**src/rtl/core/apt_pkg.sv**
```systemverilog
// Types and constants shared by the periodic timer modules.
`default_nettype none

package apt_pkg;

  // Transaction kinds on the input channel
  typedef enum logic [1:0] {
    OP_READ  = 2'd0,
    OP_WRITE = 2'd1,
    OP_TICK  = 2'd2
  } opcode_e;

  // Register map byte offsets
  localparam logic [7:0] OFS_LOAD     = 8'h00;
  localparam logic [7:0] OFS_VALUE    = 8'h04;
  localparam logic [7:0] OFS_CONTROL  = 8'h08;
  localparam logic [7:0] OFS_IRQ_CLR  = 8'h0c;
  localparam logic [7:0] OFS_RAW_IRQ  = 8'h10;
  localparam logic [7:0] OFS_MSK_IRQ  = 8'h14;
  localparam logic [7:0] OFS_BG_LOAD  = 8'h18;
  localparam logic [7:0] OFS_PREDIV   = 8'h1c;
  localparam logic [7:0] OFS_FREE_CNT = 8'h20;

  // Register constants
  localparam logic [31:0] ID_WORD        = 32'h544d_5241;
  localparam logic [31:0] CTL_WRITE_MASK = 32'h00ff_03ae;
  localparam logic [31:0] CTL_RESET      = 32'h003e_0000;
  localparam logic [15:0] PREDIV_RESET   = 16'h007d;

  // Control register bit positions
  localparam int unsigned CtlFreeEnBit = 9;
  localparam int unsigned CtlTmrEnBit  = 7;
  localparam int unsigned CtlIrqEnBit  = 5;
  localparam int unsigned CtlPsLsb     = 2;
  localparam int unsigned CtlFpsLsb    = 16;

  // Prescale codes and terminal counts
  localparam logic [1:0] PS_DIV16  = 2'd1;
  localparam logic [1:0] PS_DIV256 = 2'd2;
  localparam logic [7:0] PS_LAST16  = 8'd15;
  localparam logic [7:0] PS_LAST256 = 8'd255;

  typedef struct packed {
    logic [1:0]  opcode;
    logic [7:0]  offset;
    logic [31:0] write_data;
    logic        apb_tick;
    logic        sys_tick;
  } in_t;

  typedef struct packed {
    logic [31:0] read_data;
    logic        irq_out;
    logic        bad_access;
  } out_t;

endpackage

`default_nettype wire

```
**src/rtl/core/apt_core.sv**
```systemverilog
// Timer register file, counters and per-transaction next-state logic.
`default_nettype none

module apt_core #(
  parameter int unsigned COUNTER_WIDTH = 32,
  parameter int unsigned PREDIV_WIDTH  = 10
) (
  input  wire logic         clk_i,
  input  wire logic         rst_ni,
  input  wire logic         en_i,
  input  wire apt_pkg::in_t in_i,
  output apt_pkg::out_t     res_o
);

  logic [COUNTER_WIDTH-1:0] reload_q, reload_d;
  logic [COUNTER_WIDTH-1:0] down_q, down_d;
  logic [31:0]              ctl_q, ctl_d;
  logic                     raw_q, raw_d;
  logic [PREDIV_WIDTH-1:0]  prediv_q, prediv_d;
  logic [31:0]              free_q, free_d;
  logic [PREDIV_WIDTH-1:0]  pdc_q, pdc_d;
  logic [7:0]               psc_q, psc_d;
  logic [7:0]               fpsc_q, fpsc_d;

  logic [31:0] rdata;
  logic        bad;
  logic [7:0]  ps_last;
  logic [1:0]  ps_code;

  // Select the prescaler terminal count
  always_comb begin
    ps_code = ctl_q[apt_pkg::CtlPsLsb +: 2];
    case (ps_code)
      apt_pkg::PS_DIV16:  ps_last = apt_pkg::PS_LAST16;
      apt_pkg::PS_DIV256: ps_last = apt_pkg::PS_LAST256;
      default:            ps_last = 8'd0;
    endcase
  end

  // Compute next state and result for the presented transaction
  always_comb begin
    reload_d = reload_q;
    down_d   = down_q;
    ctl_d    = ctl_q;
    raw_d    = raw_q;
    prediv_d = prediv_q;
    free_d   = free_q;
    pdc_d    = pdc_q;
    psc_d    = psc_q;
    fpsc_d   = fpsc_q;
    rdata    = 32'd0;
    bad      = 1'b0;

    case (in_i.opcode)
      apt_pkg::OP_READ: begin
        case (in_i.offset)
          apt_pkg::OFS_LOAD:     rdata = 32'(reload_q);
          apt_pkg::OFS_VALUE:    rdata = 32'(down_q);
          apt_pkg::OFS_CONTROL:  rdata = ctl_q;
          apt_pkg::OFS_IRQ_CLR:  rdata = apt_pkg::ID_WORD;
          apt_pkg::OFS_RAW_IRQ:  rdata = 32'(raw_q);
          apt_pkg::OFS_MSK_IRQ:  rdata = 32'(raw_q & ctl_q[apt_pkg::CtlIrqEnBit]);
          apt_pkg::OFS_BG_LOAD:  rdata = 32'(reload_q);
          apt_pkg::OFS_PREDIV:   rdata = 32'(prediv_q);
          apt_pkg::OFS_FREE_CNT: rdata = free_q;
          default:               bad   = 1'b1;
        endcase
      end
      apt_pkg::OP_WRITE: begin
        case (in_i.offset)
          apt_pkg::OFS_LOAD: begin
            reload_d = in_i.write_data[COUNTER_WIDTH-1:0];
            down_d   = in_i.write_data[COUNTER_WIDTH-1:0];
          end
          apt_pkg::OFS_CONTROL: begin
            ctl_d  = in_i.write_data & apt_pkg::CTL_WRITE_MASK;
            pdc_d  = '0;
            psc_d  = 8'd0;
            fpsc_d = 8'd0;
            if (in_i.write_data[apt_pkg::CtlTmrEnBit]) begin
              down_d = reload_q;
            end
            if (in_i.write_data[apt_pkg::CtlFreeEnBit]) begin
              free_d = free_q + 32'd1;
            end
          end
          apt_pkg::OFS_IRQ_CLR: raw_d    = 1'b0;
          apt_pkg::OFS_BG_LOAD: reload_d = in_i.write_data[COUNTER_WIDTH-1:0];
          apt_pkg::OFS_PREDIV:  prediv_d = in_i.write_data[PREDIV_WIDTH-1:0];
          apt_pkg::OFS_VALUE, apt_pkg::OFS_RAW_IRQ,
          apt_pkg::OFS_MSK_IRQ, apt_pkg::OFS_FREE_CNT: ;
          default: bad = 1'b1;
        endcase
      end
      apt_pkg::OP_TICK: begin
        // Advance the main chain: predivider, prescaler, down counter
        if (in_i.apb_tick && ctl_q[apt_pkg::CtlTmrEnBit]) begin
          if (pdc_q >= prediv_q) begin
            pdc_d = '0;
            if (psc_q >= ps_last) begin
              psc_d = 8'd0;
              if (down_q <= COUNTER_WIDTH'(1)) begin
                down_d = reload_q;
                raw_d  = 1'b1;
              end else begin
                down_d = down_q - COUNTER_WIDTH'(1);
              end
            end else begin
              psc_d = psc_q + 8'd1;
            end
          end else begin
            pdc_d = pdc_q + PREDIV_WIDTH'(1);
          end
        end
        // Advance the free-running counter through its prescaler
        if (in_i.sys_tick && ctl_q[apt_pkg::CtlFreeEnBit]) begin
          if (fpsc_q >= ctl_q[apt_pkg::CtlFpsLsb +: 8]) begin
            fpsc_d = 8'd0;
            free_d = free_q + 32'd1;
          end else begin
            fpsc_d = fpsc_q + 8'd1;
          end
        end
      end
      default: ;
    endcase
  end

  assign res_o.read_data  = rdata;
  assign res_o.irq_out    = raw_d & ctl_d[apt_pkg::CtlIrqEnBit];
  assign res_o.bad_access = bad;

  // Commit state on an accepted transaction
  always_ff @(posedge clk_i or negedge rst_ni) begin
    if (!rst_ni) begin
      reload_q <= '0;
      down_q   <= '0;
      ctl_q    <= apt_pkg::CTL_RESET;
      raw_q    <= 1'b0;
      prediv_q <= PREDIV_WIDTH'(apt_pkg::PREDIV_RESET);
      free_q   <= 32'd0;
      pdc_q    <= '0;
      psc_q    <= 8'd0;
      fpsc_q   <= 8'd0;
    end else if (en_i) begin
      reload_q <= reload_d;
      down_q   <= down_d;
      ctl_q    <= ctl_d;
      raw_q    <= raw_d;
      prediv_q <= prediv_d;
      free_q   <= free_d;
      pdc_q    <= pdc_d;
      psc_q    <= psc_d;
      fpsc_q   <= fpsc_d;
    end
  end

endmodule

`default_nettype wire

```
**src/rtl/core/arm_style_periodic_timer_unit.sv**
```systemverilog
// Top level of the periodic timer with free-running counter.
//
// Input channel (in_valid_i/in_ready_o/in_data_i) carries one transaction:
// a bus read, a bus write, or a clock tick with peripheral and system tick
// flags. Each transaction yields exactly one result on the output channel
// (out_valid_o/out_ready_i/out_data_o): read data, interrupt line and a
// bad-access flag for offsets outside the register map.
// The timer state commits at the accepting edge and the result sits in
// the output register from the next cycle on. Throughput is one
// transaction per cycle while the receiver does not stall; the path from
// the input payload through the register decode and counter update to
// the output register is a single pass of logic.
// When the receiver stalls, the result holds in the output register and
// in_ready_o drops until it is taken; a new transaction is accepted in the
// same cycle the held result leaves.
// Reset clears all counters, sets control to 0x3E0000 and the predivider
// to 0x7D, and empties the output register.
`default_nettype none

module arm_style_periodic_timer_unit #(
  parameter int unsigned COUNTER_WIDTH = 32,
  parameter int unsigned PREDIV_WIDTH  = 10
) (
  input  wire logic          clk_i,
  input  wire logic          rst_ni,
  input  wire logic          in_valid_i,
  output logic               in_ready_o,
  input  wire apt_pkg::in_t  in_data_i,
  output logic               out_valid_o,
  input  wire logic          out_ready_i,
  output apt_pkg::out_t      out_data_o
);

  logic          accept;
  logic          out_valid_q, out_valid_d;
  apt_pkg::out_t out_data_q;
  apt_pkg::out_t res;

  assign in_ready_o = !out_valid_q || out_ready_i;
  assign accept     = in_valid_i && in_ready_o;

  apt_core #(
    .COUNTER_WIDTH(COUNTER_WIDTH),
    .PREDIV_WIDTH (PREDIV_WIDTH)
  ) u_core (
    .clk_i (clk_i),
    .rst_ni(rst_ni),
    .en_i  (accept),
    .in_i  (in_data_i),
    .res_o (res)
  );

  // Hold the result until the receiver takes it
  assign out_valid_d = accept || (out_valid_q && !out_ready_i);

  always_ff @(posedge clk_i or negedge rst_ni) begin
    if (!rst_ni) begin
      out_valid_q <= 1'b0;
    end else begin
      out_valid_q <= out_valid_d;
    end
  end

  // Load the result register on accept
  always_ff @(posedge clk_i) begin
    if (accept) begin
      out_data_q <= res;
    end
  end

  assign out_valid_o = out_valid_q;
  assign out_data_o  = out_data_q;

endmodule

`default_nettype wire
```
**config.mk**
```make
export PLATFORM = sky130hd
export DESIGN_NAME = arm_style_periodic_timer_unit
export DESIGN_NICKNAME = d
export VERILOG_FILES = /design/src/rtl/core/apt_pkg.sv /design/src/rtl/core/apt_core.sv /design/src/rtl/core/arm_style_periodic_timer_unit.sv
export SDC_FILE = /design/constraint.sdc
export NUM_CORES = 1
export LEC_CHECK = 0
export CAP_MARGIN = 25
export CORE_ASPECT_RATIO = 1.2
export CORE_MARGIN = 4
export CORE_UTILIZATION = 40
export DETAILED_ROUTE_END_ITERATION = 12
export DONT_BUFFER_PORTS = 1
export PLACE_DENSITY_LB_ADDON = 0.05
export SETUP_SLACK_MARGIN = 0.15
export SYNTH_ARGS = -nofsm -noshare
export SYNTH_HDL_FRONTEND = slang
export SYNTH_SLANG_ARGS = --single-unit
```
**constraint.sdc**
```tcl
create_clock -name clk_i -period 3.9 [get_ports clk_i]
set_input_delay 0.195 -clock clk_i [delete_from_list [all_inputs] [get_ports clk_i]]
set_output_delay 0.195 -clock clk_i [all_outputs]
set_load 0.05 [all_outputs]
```
==> results.py, run 1 <==
metrics = {
    "routing": {
        "routed_via_density": 5.996,
        "ant_nets": 0,
        "drt_iter0_drc": 701,
        "routed_wl_um": 33200,
        "wl_per_cell_um": 23.25,
        "firstDrtPassIters": 8,
        "drc_errors": 0,
        "via_count": 8563,
    },
    "power": {
        "switching_share_pct": 29.92,
        "clkPwrFrac_pct": 35.7,
        "pwr-share-comb_pct": 13.0,
        "vdd_ir_drop_max_mv": 0.2335,
        "power_density_nw_per_um2": 408.8,
        "p_int_mw": 3.348,
        "power_frac_seq_pct": 51.3,
        "p_leak_nw": 4.851,
        "p_sw_mw": 1.429,
    },
    "synth": {
        "ys_types": 64,
        "synthTopCellsByCount": "dfrtp_1, nand2_1, o21ai_0",
        "syn_nets": 1156,
        "ys_warn_count": 0,
        "netlist_instances": 1072,
        "ys_seq_area_share_pct": 46.03,
        "syn_area_um2": 10350,
        "yosys.area.top_type": "dfrtp_1",
        "async_flop_share_pct": 81.42,
        "synthTopCellsByArea": "dfrtp_1, edfxtp_1, mux2_2, ha_1, o21ai_0",
        "synth-seq-cells": 183,
        "synth-edff-count": 34,
        "yosysMostFrequentCell": "dfrtp_1",
        "syn_avg_cell_area_um2": 9.654,
        "yosysTopAreaCellShare_pct": 33.37,
        "synthFlopType": "dfrtp_1",
    },
    "critical_path": {
        "reg2reg_from": "u_core.down_q[26]",
        "worstSetupEndpointType": "flip-flop",
        "path_max_fanout": 29,
        "required_ps": 4230,
        "cpPeakStageDelay_ps": 690,
        "cpMaxStageDelayCell": "or4_4",
        "r2r-end": "u_core.down_q[18]",
        "path_class": "reg2reg",
        "path_cells": "or4_1 -> or4_4 -> or4_4 -> mux2_2 -> a2bb2oi_1 -> mux2_2",
        "start_kind": "flip-flop",
        "regToRegSetupSlack_ps": 460,
        "worstRegToRegCells": 6,
        "crit_arrival_ps": 3770,
    },
    "placement": {
        "dpl.hpwl_um": 21820,
        "place_congestion": 0.8318,
        "dp_slack_ps": 465.7,
        "port_buffers": 0,
    },
    "hold_path": {
        "hold_end": "u_core.down_q[28]",
        "min_path_type": "in2reg",
        "min_path_cells": 2,
        "hold_path.startpoint": "in_data_i[30]",
    },
    "clock_tree": {
        "clockBufferDepth": 2,
        "cts_made_buffers": 17,
        "cts_hold_buf": 35,
        "cts_resized": 0,
        "htreeDepth": 4,
        "insertion_delay_ps": 440,
        "cts_tree": "built",
        "post_cts_buffers": 0,
        "path_clk_slew_ps": 70,
        "clock_sinks": 183,
        "root_buffer": "clkbuf_16",
    },
    "timing": {
        "clock_skew_ps": 11.10,
        "timing.hold.ws_ps": 23.50,
        "finalSetupTns_ps": 0,
        "worstMarginPinSlew_ps": 1082,
        "hold_viol": 0,
        "relSlewSlack_pct": 27.66,
        "period_share_pct": 88.15,
        "timing.fmax_ghz": 0.2909,
        "fin_ws_ps": 462.2,
        "period_needed_ps": 3438,
        "rsz0062_at_grt": "false",
        "finalSetupViolCount": 0,
        "slew_viol_final": 0,
    },
    "global_routing": {
        "antenna_found_initial": 0,
        "track_usage_pct": 23.74,
        "grt_pass1_vias": 8838,
        "grt_pass1_wl_um": 52350,
        "grt_max_degree": 150,
        "grt_overflow": 0,
    },
    "layout": {
        "fillers": 2442,
        "nNetsFinal": 1169,
        "area_growth_pct": 12.94,
        "multi_input_area_um2": 5150,
        "ff_latch_area_um2": 4763,
        "drive_gt1_share_pct": 12.39,
        "antenna_cells": 0,
    },
    "run": {
        "cap_violations": 0,
    },
    "floorplan": {
        "placementRows": 64,
        "dieArea_um2": 28520,
        "core-area_um2": 25460,
        "start_util_pct": 40.64,
        "die_y_um": 184.2,
        "num_io_pins": 84,
        "die_x_um": 154.8,
    },
    "run_status": {
        "status": "finished, final reports clean",
    },
}
-- power groups by stage --
stage / Combinational [mW] / Sequential, mW / Clock (mW)
4_1_cts: 0.626 / 2.45 / 1.74
5_1_grt: 0.701 / 2.48 / 1.82
3_5_place_dp: 0.546 / 2.48 / 0
6_report: 0.623 / 2.45 / 1.70
3_3_place_gp: 0.535 / 2.48 / 0
2_1_floorplan: 0.451 / 2.37 / 0
-- layer usage --
metal / vias to the layer above / share of wire (%) / track usage [%]
met1: 4219 / 44 / 31.66
met2: 269 / 47 / 38.85
li1: 4029 / - / -
met3: 46 / 5.7 / 4.392
met4: 0 / 2.8 / 8.516
met5: - / 0 / 0
-- sequential cells by signal, summed over array words and instances (netlist names) --
name and flops:
u_core.fpsc_q 8, u_core.pdc_q 10, u_core.psc_q 8, u_core.prediv_q 10, out_valid_o 1, u_core.down_q 32, u_core.reload_q 32, out_data_o 34
u_core.raw_q 1, u_core.free_q 32, u_core.ctl_q 15
-- critical path, delay by kind of cell, from the launching register on --
family	cells	cell delay [ps]
mux	2	860
compound gates	1	220
flops	1	420
simple gates	3	1820
-- how the worst max path moves through the flow --
stage                                 start            endpoint  depth (start not counted)
after floorplan                 out_valid_o  u_core.prediv_q[1]                          8
after global routing      u_core.down_q[26]    u_core.down_q[7]                          6
after detailed placement  u_core.down_q[26]   u_core.down_q[18]                          6
after CTS                 u_core.down_q[27]   u_core.down_q[18]                          6
final                     u_core.down_q[26]   u_core.down_q[18]                          6
after global placement    u_core.down_q[26]   u_core.down_q[18]                          6
-- placed cells by master, fill, tap and decap left out, types with 4 or more instances in the layout --
| cell | count |
|---|---|
| o21ai_0 | 82 |
| a222oi_1 | 18 |
| mux2i_1 | 10 |
| a31oi_1 | 19 |
| a2bb2oi_1 | 17 |
| nand3_1 | 47 |
| a22o_1 | 7 |
| nand4_1 | 15 |
| o31ai_1 | 4 |
| a22oi_1 | 10 |
| nor4_1 | 41 |
| mux2_2 | 44 |
| edfxtp_1 | 34 |
| xnor2_1 | 14 |
| dlygate4sd3_1 | 34 |
| nor3_1 | 28 |
| dfstp_2 | 11 |
| a221oi_1 | 6 |
| o211ai_1 | 4 |
| nor2_1 | 46 |
| buf_4 | 27 |
| nor3b_1 | 6 |
| nand2b_1 | 9 |
| xor2_1 | 31 |
| a21oi_1 | 47 |
| clkbuf_16 | 19 |
| nand2_1 | 107 |
| dfrtp_1 | 138 |
| ha_1 | 35 |
| or3_1 | 7 |
| clkinv_2 | 5 |
| or4_1 | 6 |
| o221ai_1 | 15 |
| inv_1 | 54 |
| nor2b_1 | 13 |
| and3_1 | 14 |
-- logic make-up after synthesis --
| logic type | count (synthesis) | share of synthesized area [%] |
|---|---|---|
| buf+inv | 123 | 4.667 |
| fa+ha+maj | 36 | 4.353 |
| simple gates | 371 | 18.51 |
| xor+xnor | 45 | 3.809 |
| flops | 183 | 46.03 |
| compound gates | 260 | 16.88 |
| mux | 54 | 5.755 |
-- area by class of cell --
type,instances,share of cell area [%]
tap,330,3.533
sequential,183,40.76
clock buffer,25,4.518
multi-input combinational,766,44.06
clock inverter,7,0.3426
timing repair buffer,63,5.053
inverter,54,1.734
-- stage by stage --
step	power [mW]	std cells	utilization, %	instance area [µm²]
4_1_cts	4.816	1428	45.90	11690
5_1_grt	5.008	1428	45.90	11690
3_3_place_gp	3.015	1361	42.22	10750
6_report	4.778	1428	45.90	11690
2_1_floorplan	2.824	1072	-	10350
3_5_place_dp	3.028	1361	42.22	10750
(Power assumes the default switching activity.)
==> run 2, diff against run 1 <==
--- a/constraint.sdc
+++ b/constraint.sdc
@@ -3,2 +3,2 @@
 set_output_delay 0.195 -clock clk_i [all_outputs]
-set_load 0.05 [all_outputs]
+set_load 0.1 [all_outputs]
==> results.py, run 2 (synthesized netlist as in run 1, its figures left out) <==
metrics = {
    "critical_path": {
        "path_class": "reg2reg",
        "path_cells": "or4_1 -> or4_4 -> or4_4 -> mux2_2 -> a2bb2oi_1 -> mux2_2",
        "regToRegSetupSlack_ps": 440,
        "worstSetupEndpoint": "u_core.down_q[11]",
        "reg2reg_from": "u_core.down_q[26]",
        "crit_arrival_ps": 3780,
        "cpPeakStageDelay_ps": 680,
        "crit_start": "u_core.down_q[26]",
        "start_kind": "flip-flop",
        "r2r-end": "u_core.down_q[11]",
        "required_ps": 4230,
        "worstSetupEndpointType": "flip-flop",
        "worstRegToRegCells": 6,
        "path_max_fanout": 29,
        "cpMaxStageDelayCell": "or4_4",
    },
    "floorplan": {
        "num_io_pins": 84,
        "die_y_um": 184.2,
        "dieArea_um2": 28520,
        "core-area_um2": 25460,
        "die_x_um": 154.8,
        "start_util_pct": 40.64,
        "placementRows": 64,
    },
    "clock_tree": {
        "clock_sinks": 183,
        "cts_made_buffers": 17,
        "root_buffer": "clkbuf_16",
        "clockBufferDepth": 2,
        "insertion_delay_ps": 440,
        "htreeDepth": 4,
        "cts_resized": 0,
        "path_clk_slew_ps": 70,
        "cts_tree": "built",
    },
    "timing": {
        "clock_skew_ps": 10.10,
        "fin_ws_ps": 441.1,
        "slew_viol_final": 0,
        "rsz0062_at_grt": "false",
        "hold_viol": 0,
        "finalSetupViolCount": 0,
        "period_share_pct": 88.69,
        "worstMarginPinSlew_ps": 1033,
        "finalSetupTns_ps": 0,
        "relSlewSlack_pct": 30.81,
        "timing.hold.ws_ps": 15.13,
        "period_needed_ps": 3459,
        "timing.fmax_ghz": 0.2891,
    },
    "routing": {
        "routed_via_density": 6.080,
        "via_count": 8695,
        "ant_nets": 0,
        "firstDrtPassIters": 7,
        "wl_per_cell_um": 23.36,
        "routed_wl_um": 33400,
        "drc_errors": 0,
        "drt_iter0_drc": 740,
    },
    "layout": {
        "nNetsFinal": 1171,
        "fillers": 2462,
        "final_common_cell": "dfrtp_1",
        "mostFrequentLayoutCells": "dfrtp_1, nand2_1, o21ai_0",
        "largest_reg_flops": 34,
        "drive_gt1_share_pct": 12.45,
        "area_growth_pct": 12.73,
        "antenna_cells": 0,
    },
    "global_routing": {
        "grt_pass1_wl_um": 52540,
        "track_usage_pct": 23.88,
        "grt_max_degree": 150,
        "antenna_found_initial": 2,
        "grt_overflow": 0,
        "grt_pass1_vias": 8784,
    },
    "run": {
        "cap_violations": 0,
    },
    "power": {
        "power_density_nw_per_um2": 405.0,
        "p_leak_nw": 4.825,
        "vdd_ir_drop_max_mv": 0.3176,
    },
    "placement": {
        "port_buffers": 0,
        "dp_slack_ps": 468.9,
        "dpl.hpwl_um": 22070,
        "place_congestion": 0.8403,
    },
    "hold_path": {
        "min_path_type": "in2reg",
    },
    "run_status": {
        "status": "finished, final reports clean",
    },
}
-- run 2: worst min path at each step --
stage | slack [ps] | startpoint | to | depth (start not counted)
2_1_floorplan | -100 | rst_ni | out_valid_o | 0
3_3_place_gp | -90 | rst_ni | u_core.free_q[12] | 0
3_5_place_dp | -90 | rst_ni | u_core.free_q[10] | 0
4_1_cts | 1 | in_data_i[28] | u_core.down_q[26] | 2
5_1_grt | 20 | in_data_i[26] | u_core.down_q[24] | 2
6_report | 20 | in_data_i[28] | u_core.down_q[26] | 2
-- run 2: layout make-up --
class / instances / area [µm²] / share of cell area [%]
clock buffer: 19 / 432.9 / 3.711
clock inverter: 13 / 82.58 / 0.7079
inverter: 54 / 202.7 / 1.737
multi-input combinational: 766 / 5150 / 44.14
sequential: 183 / 4763 / 40.83
tap: 330 / 412.9 / 3.539
timing repair buffer: 65 / 621.8 / 5.330
-- run 2: worst max-delay path, delay by kind of cell (launching register included) --
kind               cells  cell delay [ps]
and+or+nand+nor        3             1820
DFF                    1              420
muxes                  2              830
AOI/OAI and AO/OA      1              220
-- run 2: metal layers --
metal / GRT usage [%] / wire length [µm] / part of all wire, % / vias to the layer above
li1: - / - / - / 4033
met5: 0 / 26 / 0.078 / -
met3: 5.519 / 1998 / 6.0 / 44
met1: 31.30 / 14530 / 43 / 4333
met4: 5.548 / 519 / 1.6 / 4
met2: 40.42 / 16330 / 49 / 281
-- run 2: power breakdown --
part / internal [mW] / switching (mW)
registers: 2.13 / 0.375
logic: 0.289 / 0.347
clock network: 0.809 / 0.781
total: 3.22 / 1.50
-- run 2: what timing repair did --
action / in CTS / in global routing
buffers inserted: 0 / 0
endpoints found under the hold margin: 213 / 0
setup endpoints to repair: 0 / 0
hold buffers: 35 / 0
-- run 2: per-stage QoR --
stage / instances / area [µm²] / power [mW] / util [%]
detailed placement: 1362 / 10770 / 3.089 / 42.30
CTS: 1429 / 11650 / 4.767 / 45.77
global route: 1430 / 11670 / 4.951 / 45.81
finish: 1430 / 11670 / 4.725 / 45.81
floorplan: 1072 / 10350 / 2.885 / -
global placement: 1362 / 10770 / 3.079 / 42.30
==> run 3, diff against run 2 <==
- clock period: 3.9 -> 4.15 ns (I/O delays scaled with it)
==> results.py, run 3 (synthesized netlist as in run 1, its figures left out) <==
metrics = {
    "global_routing": {
        "grt_pass1_wl_um": 52920,
        "met3_usage_pct": 4.556,
        "grt_max_degree": 150,
        "grt_pass1_vias": 8881,
        "top_usage_layer": "met2",
        "grtUsageMet1_pct": 31.95,
        "grt_overflow": 0,
        "antenna_found_initial": 0,
        "track_usage_pct": 23.92,
        "use_met2_pct": 39.95,
    },
    "placement": {
        "place_area_um2": 10760,
        "place_congestion": 0.8624,
        "dpl.hpwl_um": 22380,
        "dpl.cell_count": 1363,
        "dp_slack_ps": 724.3,
        "port_buffers": 0,
    },
    "clock_tree": {
        "cts_tree": "built",
        "cts_made_buffers": 17,
        "path_clk_slew_ps": 70,
        "clock_sinks": 183,
        "htreeDepth": 4,
        "clockBufferDepth": 2,
        "insertion_delay_ps": 440,
        "root_buffer": "clkbuf_16",
    },
    "timing": {
        "fin_ws_ps": 711.9,
        "clock_skew_ps": 11.43,
        "worstMarginPinSlew_ps": 1022,
        "period_needed_ps": 3438,
        "period_share_pct": 82.85,
        "finalSetupViolCount": 0,
        "finalSetupTns_ps": 0,
        "timing.fmax_ghz": 0.2909,
        "rsz0062_at_grt": "false",
        "slew_viol_final": 0,
        "hold_viol": 0,
        "relSlewSlack_pct": 31.89,
        "timing.hold.ws_ps": 18.24,
    },
    "critical_path": {
        "required_ps": 4470,
        "path_cells": "or4_1 -> or4_4 -> or4_4 -> mux2_2 -> a2bb2oi_1 -> mux2_2",
        "path_max_fanout": 29,
        "crit_arrival_ps": 3760,
        "cpMaxStageDelayCell": "or4_4",
        "cp.depth": 6,
        "cpPeakStageDelay_ps": 670,
        "worstRegToRegCells": 6,
        "worstSetupEndpointType": "flip-flop",
        "regToRegSetupSlack_ps": 710,
        "path_class": "reg2reg",
        "worstPathBufferInverterCount": 0,
        "crit_family": "simple AND/OR/NAND/NOR gates",
        "start_kind": "flip-flop",
    },
    "layout": {
        "largest_reg_flops": 34,
        "fillers": 2509,
        "stdcell_area_um2": 11760,
        "drive_gt1_share_pct": 12.70,
        "final_common_cell": "dfrtp_1",
        "antenna_cells": 0,
        "mostFrequentLayoutCells": "dfrtp_1, nand2_1, o21ai_0",
        "stdcell_count": 1432,
        "nNetsFinal": 1173,
        "area_growth_pct": 13.67,
    },
    "routing": {
        "drc_errors": 0,
        "via_count": 8637,
        "drt_iter0_drc": 651,
        "firstDrtPassIters": 7,
        "wl_per_cell_um": 23.56,
        "routed_wl_um": 33750,
        "ant_nets": 0,
        "routed_via_density": 6.031,
    },
    "floorplan": {
        "core-area_um2": 25460,
        "num_io_pins": 84,
        "dieArea_um2": 28520,
        "placementRows": 64,
        "start_util_pct": 40.64,
        "die_x_um": 154.8,
        "die_y_um": 184.2,
    },
    "run": {
        "cap_violations": 0,
    },
    "run_status": {
        "status": "finished, final reports clean",
    },
    "power": {
        "vdd_ir_drop_max_mv": 0.2579,
        "p_leak_nw": 4.884,
        "power_density_nw_per_um2": 399.7,
    },
    "hold_path": {
        "min_path_cells": 2,
        "min_path_type": "in2reg",
    },
}
-- run 3: worst paths after layout --
check / startpoint / endpoint
worst min-delay path: in_data_i[10] / u_core.down_q[8]
worst min register to register: u_core.free_q[31] / u_core.free_q[31]
max in group asynchronous: rst_ni / u_core.reload_q[23]
min in group asynchronous: rst_ni / u_core.free_q[12]
worst max register to register: u_core.down_q[27] / u_core.down_q[18]
worst max-delay path: u_core.down_q[27] / u_core.down_q[18]
-- run 3: cell type report --
type	count	area, µm²	share of cell area, %
Multi-Input combinational cell	766	5150	43.78
Clock buffer	18	429.2	3.648
Tap cell	330	412.9	3.510
Inverter	54	202.7	1.723
Sequential cell	183	4763	40.49
Clock inverter	14	182.7	1.553
Timing Repair Buffer	67	623.1	5.297
-- run 3: power by group --
part / internal (mW) / switching, mW / total (mW) / leakage, nW
combinational: 0.273 / 0.328 / 0.601 / 2.39
clock: 1.00 / 0.736 / 1.74 / 0.291
sequential: 2.00 / 0.365 / 2.36 / 2.21
-- run 3: stage by stage --
step | total power [mW] | util, %
3_5_place_dp | 2.919 | 42.26
4_1_cts | 4.730 | 46.11
3_3_place_gp | 2.897 | 42.20
5_1_grt | 4.900 | 46.20
2_1_floorplan | 2.711 | -
6_report | 4.702 | 46.20
-- run 3: metal layers --
metal  share of wire [%]  up-vias
met5                   0        -
met4                 2.0        0
met3                 4.9       31
met2                  48      220
met1                  45     4350
li1                    -     4036
-- run 3: what timing repair did --
item / CTS / global route
buffers inserted: 0 / 0
hold buffers: 35 / 0
resized for setup: 0 / 0
endpoints found under the hold margin: 207 / 0
